`src/design/hcb_pkg.sv`:
```
// Shared constants and types of the Huffman code builder.
package hcb_pkg;

    localparam int SYMBOLS     = 32;
    localparam int IDX_W       = $clog2(SYMBOLS);
    localparam int NODE_W      = IDX_W + 1;
    localparam int SYM_W       = 8;
    localparam int IN_W_W      = 16;
    localparam int WGT_W       = 21;
    localparam int CODE_W      = 31;
    localparam int LEN_W       = 5;
    localparam int QUEUE_DEPTH = 4;
    localparam int QPTR_W      = $clog2(QUEUE_DEPTH);
    localparam int IN_DATA_W   = 24;
    localparam int OUT_DATA_W  = 48;

    // One loaded entry as handed from the front end to the builder
    typedef struct packed {
        logic              store;
        logic              last;
        logic [SYM_W-1:0]  sym;
        logic [IN_W_W-1:0] weight;
    } hcb_entry_t;

endpackage

```
`src/design/hcb_front.sv`:
```
// Input side: accept entries, mark them kept or dropped, and queue them.
module hcb_front
    import hcb_pkg::*;
(
    input  logic                 clk,
    input  logic                 rst_n,
    input  logic                 in_valid,
    output logic                 in_ready,
    input  logic [SYM_W-1:0]     in_sym,
    input  logic [IN_W_W-1:0]    in_weight,
    input  logic                 in_last,
    output logic                 q_valid,
    output hcb_entry_t           q_entry,
    input  logic                 q_pop
);

    hcb_entry_t                queue_reg [QUEUE_DEPTH];
    logic [QPTR_W-1:0]         wr_ptr_reg, wr_ptr_next;
    logic [QPTR_W-1:0]         rd_ptr_reg, rd_ptr_next;
    logic [QPTR_W:0]           fill_reg, fill_next;
    logic [NODE_W-1:0]         cnt_reg, cnt_next;
    logic                      push;
    logic                      keep;
    logic                      pop;

    assign in_ready = (fill_reg != (QPTR_W+1)'(QUEUE_DEPTH));
    assign push     = in_valid & in_ready;
    assign pop      = q_pop & q_valid;
    assign keep     = (cnt_reg != NODE_W'(SYMBOLS));
    assign q_valid  = (fill_reg != '0);
    assign q_entry  = queue_reg[rd_ptr_reg];

    always_comb
    begin
        wr_ptr_next = push ? wr_ptr_reg + 1'b1 : wr_ptr_reg;
        rd_ptr_next = pop ? rd_ptr_reg + 1'b1 : rd_ptr_reg;
        fill_next   = fill_reg + (QPTR_W+1)'(push) - (QPTR_W+1)'(pop);
        cnt_next    = cnt_reg;
        if (push)
        begin
            // restart the count after the entry that closes a set
            if (in_last)
                cnt_next = '0;
            else if (keep)
                cnt_next = cnt_reg + 1'b1;
        end
    end

    always_ff @(posedge clk or negedge rst_n)
    begin
        if (!rst_n)
        begin
            wr_ptr_reg <= '0;
            rd_ptr_reg <= '0;
            fill_reg   <= '0;
            cnt_reg    <= '0;
        end
        else
        begin
            wr_ptr_reg <= wr_ptr_next;
            rd_ptr_reg <= rd_ptr_next;
            fill_reg   <= fill_next;
            cnt_reg    <= cnt_next;
        end
    end

    always_ff @(posedge clk)
    begin
        if (push)
        begin
            queue_reg[wr_ptr_reg] <= '{store: keep, last: in_last,
                                       sym: in_sym, weight: in_weight};
        end
    end

endmodule

```
`config.mk`:
```
export PLATFORM = sky130hd
export DESIGN_NAME = hcb_front
export DESIGN_NICKNAME = d
export VERILOG_FILES = /design/src/design/hcb_pkg.sv /design/src/design/hcb_front.sv
export SDC_FILE = /design/constraint.sdc
export NUM_CORES = 1
export LEC_CHECK = 0
export BUFFER_PORTS_ARGS = -buffer_cell sky130_fd_sc_hd__buf_2
export CELL_PAD_IN_SITES_DETAIL_PLACEMENT = 0
export CELL_PAD_IN_SITES_GLOBAL_PLACEMENT = 1
export CORE_MARGIN = 5
export CORE_UTILIZATION = 45
export CTS_BUF_LIST = sky130_fd_sc_hd__clkbuf_8
export CTS_CLUSTER_DIAMETER = 30
export DETAILED_ROUTE_END_ITERATION = 6
export PLACE_DENSITY = 0.77
export SYNTH_ARGS = -nofsm -noshare
export SYNTH_HDL_FRONTEND = slang
export SYNTH_SLANG_ARGS = --single-unit
```
`constraint.sdc`:
```
create_clock -name clk -period 4.1 [get_ports clk]
set_clock_uncertainty 0.2 [all_clocks]
set_input_delay 0.615 -clock clk [delete_from_list [all_inputs] [get_ports clk]]
set_output_delay 0.615 -clock clk [all_outputs]
set_load 0.03 [all_outputs]
```
* After elaboration in Yosys (flattened, before gate mapping) *
Memory sizes are Yosys's and may differ from the RTL's.
Cells that the tools add are included.

cells by class
  $add $sub $neg = 5
  equality and inequality tests = 2
  multiplexer cells = 4
  bitwise operators = 2
  reductions and logical operators = 3

operator list
  operator                                                       number
  6-bit 2-to-1 mux                                               2
  6-bit by 1-bit adder with 6-bit output, second input constant  1
  6-bit != test, second input constant                           1
  2-bit by 1-bit adder with 2-bit output, second input constant  2
  3-bit by 1-bit adder with 3-bit output                         1
  3-bit != test, second input constant                           1
  3-bit nonzero test                                             1
  3-bit by 1-bit subtractor with 3-bit output                    1
  1-bit AND                                                      2
  1-bit 2-to-1 mux                                               2
  2-bit AND reduction                                            1
  2-bit nonzero test                                             1

word-level totals
  register bits after elaboration = 13
  RAM bits = 104
  output and inout bits = 28
  word-level logic and storage cells = 21
  memories = 1

memories
  memory     depth  width  read ports  clocked after memory_dff  wr ports  RTL line         RTL
  queue_reg  4      26     1           0                         1         hcb_front.sv:17  hcb_entry_t queue_reg [QUEUE_DEPTH];

* Longest topological paths before layout *
  depth after elaboration = 4
  depth in mapped cells = 10
  mapped depth without buffers = 9

* Least setup slack after synthesis *
Ideal clock, no wire load.

  path kind = reg-to-reg
  start = register fill_reg[1]
  end = register fill_reg[2]
  library setup time = 0.123 ns
  data arrival time = 2.284 ns
  data required time = 3.777 ns
  path slack = 1.493 ns
  stages on the path, launching flop included = 9
  buffers on the path = 0
  clock period less this slack = 2.607 ns
  cell sequence = dfrtp_1 -> or3_2 -> and2_1 -> ha_1 -> inv_1 -> ha_1 -> fa_1 -> xnor2_1 -> xnor2_1

between the ends
  elaborated cells between the ends (all ways) = 6
  those cells by class = add/sub (2); eq/ne (1); bitwise (2); reduce/logical (1)

RTL lines
  what                                         RTL line         RTL
  start: declaration                           hcb_front.sv:20  logic [QPTR_W:0] fill_reg, fill_next;
  start signal: assignment                     hcb_front.sv:62  fill_reg <= fill_next;
  3-bit nonzero test                           hcb_front.sv:30  assign q_valid = (fill_reg != '0);
  named net q_valid                            hcb_front.sv:12  output logic q_valid,
  1-bit AND                                    hcb_front.sv:28  assign pop = q_pop & q_valid;
  named net pop                                hcb_front.sv:24  logic pop;
  3-bit by 1-bit subtractor with 3-bit output  hcb_front.sv:37  fill_next = fill_reg + (QPTR_W+1)'(push) - (QPTR_W+1)'(pop);
  named net fill_next[2]                       hcb_front.sv:20

The timed path passes the listed nets, and every way through them passes these cells.
A chain may end at the register's enable or synchronous reset.

==> out/results.ini <==
[global_routing]
antenna_found_initial=1
track_usage_pct=14.2
grt-ovfl-total=0
use_met1_pct=18.1
met2_usage_pct=22.0
grt_pass1_wl_um=12200
met3_usage_pct=5.94
grt_pass1_vias=2262
grt_start_max_net_pins=29
grt-busiest-layer=met2

[status]
status=completed

[synthesis]
yosysMostFrequentCell=edfxtp_1
ys_seq_area_share_pct=76.3
async_flop_share_pct=11.1
yosys-top-cells-count=edfxtp_1 (104), mux4_2 (26), dfrtp_1 (13), ha_1 (8), inv_1 (7)
yosys_warnings=0
synth_ff_type=edfxtp_1
synth_top_area_share_pct=69.1
synth_edf_count=104
ys_ff_latch=117
syn_area_mm2=0.00452
avgSynthCellArea_um2=21.9
netlist_instances=206
yosysTopAreaCell=edfxtp_1
synth_cell_types=32
synth_area_leaders=edfxtp_1 (69%), mux4_2 (13%), dfrtp_1 (7.2%)
synth_nets=244

[setup_path]
ff2ff_setup_slack_ns=1.53
worst_ep_arrival_time_ns=2.22
r2r_cells=8
r2r-start=fill_reg[1]
endpoint_kind=output port
crit_required_ns=3.28
startpoint_type=flip-flop
crit_type=reg -> out
cp_max_fo=28
crit_chain=mux4_2 > buf_2
crit_slowest_cell=dfrtp_2
worstReg2RegEnd=fill_reg[2]
critPathMaxStageDelay_ns=0.98

[finish]
layout-drive-gt1-share_pct=43.9
nNetsFinal=314
areaGrowthSynthToFinish_pct=19.2
fin_cells=422
fill_cells=782
largest_reg_flops=104
antenna_cells=0
fin_area_mm2=0.00539

[min_path]
hold_path_depth=1
hold_path_end=queue_reg[3][14]
hold_path.class=in -> reg
hp-start=in_weight[14]

[placed_design]
portBuffers=56
gp_congestion=0.725
dp.cells=389
dp_hpwl_um=4690
pre_cts_ws_ns=1.41
placed_area_mm2=0.00494

[sta]
hold_violations=0
min_period_ns=3.04
slew_viol_final=0
setup_violations=0
period_share_pct=74.0
fmax_mhz=329
worst_pin_slew_ns=0.938
final.setup.tns_ns=0
rsz0062_at_grt=false
relSlewSlack_pct=37.4
worst_slack_ns=1.06

[clock_network]
clk_pin_slew_ns=0.07
cts_resized=0
post_cts_buffers=0
clk_latency_ns=0.41
cts.path.max_buffers=2
cts.sinks=117
cts_tree=built
cts_buffers=17
cts_root_buf=clkbuf_8
htree_levels=4

[route]
first_pass_iters=4
viasPerCell=5.08
vias=2142
routedWlPerCell_um=18.2
drc=0
routed_wirelength_um=7680
drtAntennaViolNets=0
drtIter0Drc=116

[pwr]
pwr-share-seq_pct=42.5
p_int_mw=2.72
p_per_area_mw_per_mm2=760
ir_worst_vdd_uv=444
power.leakage_nw=1.90
p_total_mw=4.09
net-switching-power_mw=1.37
combPwrFrac_pct=29.9
p_sw_share_pct=33.5
power_frac_clock_pct=27.6

[floorplanning]
die_width_um=110
design.die.area_mm2=0.0121
core_mm2=0.00977
dieHeight_um=110
boundaryPins=57
start_util_pct=46.2
row_count=36

[job]
maxCapViolCount=0

## cell usage in the layout, fill, tap and decap left out, drive strengths merged, types with 2 or more instances in the layout
cell / count
o21ai: 5
xnor2: 4
nand3: 2
clkinv: 8
a22o: 2
ha: 8
a31oi: 2
and2: 2
inv: 9
bufinv: 4
dfrtp: 13
clkinvlp: 2
buf: 57
mux4: 26
edfxtp: 104
and3: 4
nor2b: 2
o31ai: 2
nand2: 4
clkbuf: 17
## through the flow
stage | utilization (%) | hold slack (ns)
2_1_floorplan | - | 0.119
3_3_place_gp | 50.5 | 0.295
3_5_place_dp | 50.5 | 0.294
4_1_cts | 55.1 | 0.183
5_1_grt | 55.1 | 0.183
6_report | 55.1 | 0.212
## critical path: cells and delay by family, from the launching register on
| family | cells | cell delay (ns) |
|---|---|---|
| flops | 1 | 0.98 |
| mux | 1 | 0.62 |
| buf+inv | 1 | 0.20 |
## how the worst max path moves through the flow
stage,slack [ns],startpoint,to,cells past startpoint
2_1_floorplan,1.49,fill_reg[1],fill_reg[2],8
4_1_cts,0.96,rd_ptr_reg[0],q_entry[24],2
3_3_place_gp,1.42,rd_ptr_reg[0],q_entry[24],2
3_5_place_dp,1.41,rd_ptr_reg[0],q_entry[24],2
6_report,1.06,rd_ptr_reg[0],q_entry[0],2
5_1_grt,0.83,rd_ptr_reg[0],q_entry[24],2
## final cells by class
cell class                      instances  area [um2]  share of cell area [%]
Clock buffer                           17         234                    4.34
Clock inverter                         15         205                    3.81
Inverter                                8        42.5                   0.790
Multi-Input combinational cell         74         990                    18.4
Sequential cell                       117        3450                    64.1
Tap cell                              133         166                    3.09
Timing Repair Buffer                   58         298                    5.53
## power by group through the flow
stage | clock network (mW) | logic, mW | registers [mW]
floorplan | 0 | 1.03 | 1.64
global placement | 0 | 1.24 | 1.76
detailed placement | 0 | 1.25 | 1.78
CTS | 1.16 | 1.25 | 1.75
global route | 1.21 | 1.31 | 1.79
finish | 1.13 | 1.22 | 1.74
## kinds of logic after synthesis
kind of cell / after synthesis / share of synthesized area, %
compound gates: 13 / 1.94
xor+xnor: 5 / 0.969
fa+ha+maj: 9 / 2.66
buf+inv: 15 / 1.80
flops: 117 / 76.3
mux: 27 / 13.2
simple gates: 20 / 3.13
## metal layers
layer,routed length [um],share of wire [%]
met1,3260,42
met2,3750,49
met3,606,7.9
met4,60,0.78
met5,7,0.091
## what timing repair did
item / 4_1_cts / 5_1_grt
hold endpoints to repair: 13 / 0
hold buffers: 1 / 0
setup endpoints to repair: 0 / 0
No activity file was read; power rests on OpenSTA's default activity.
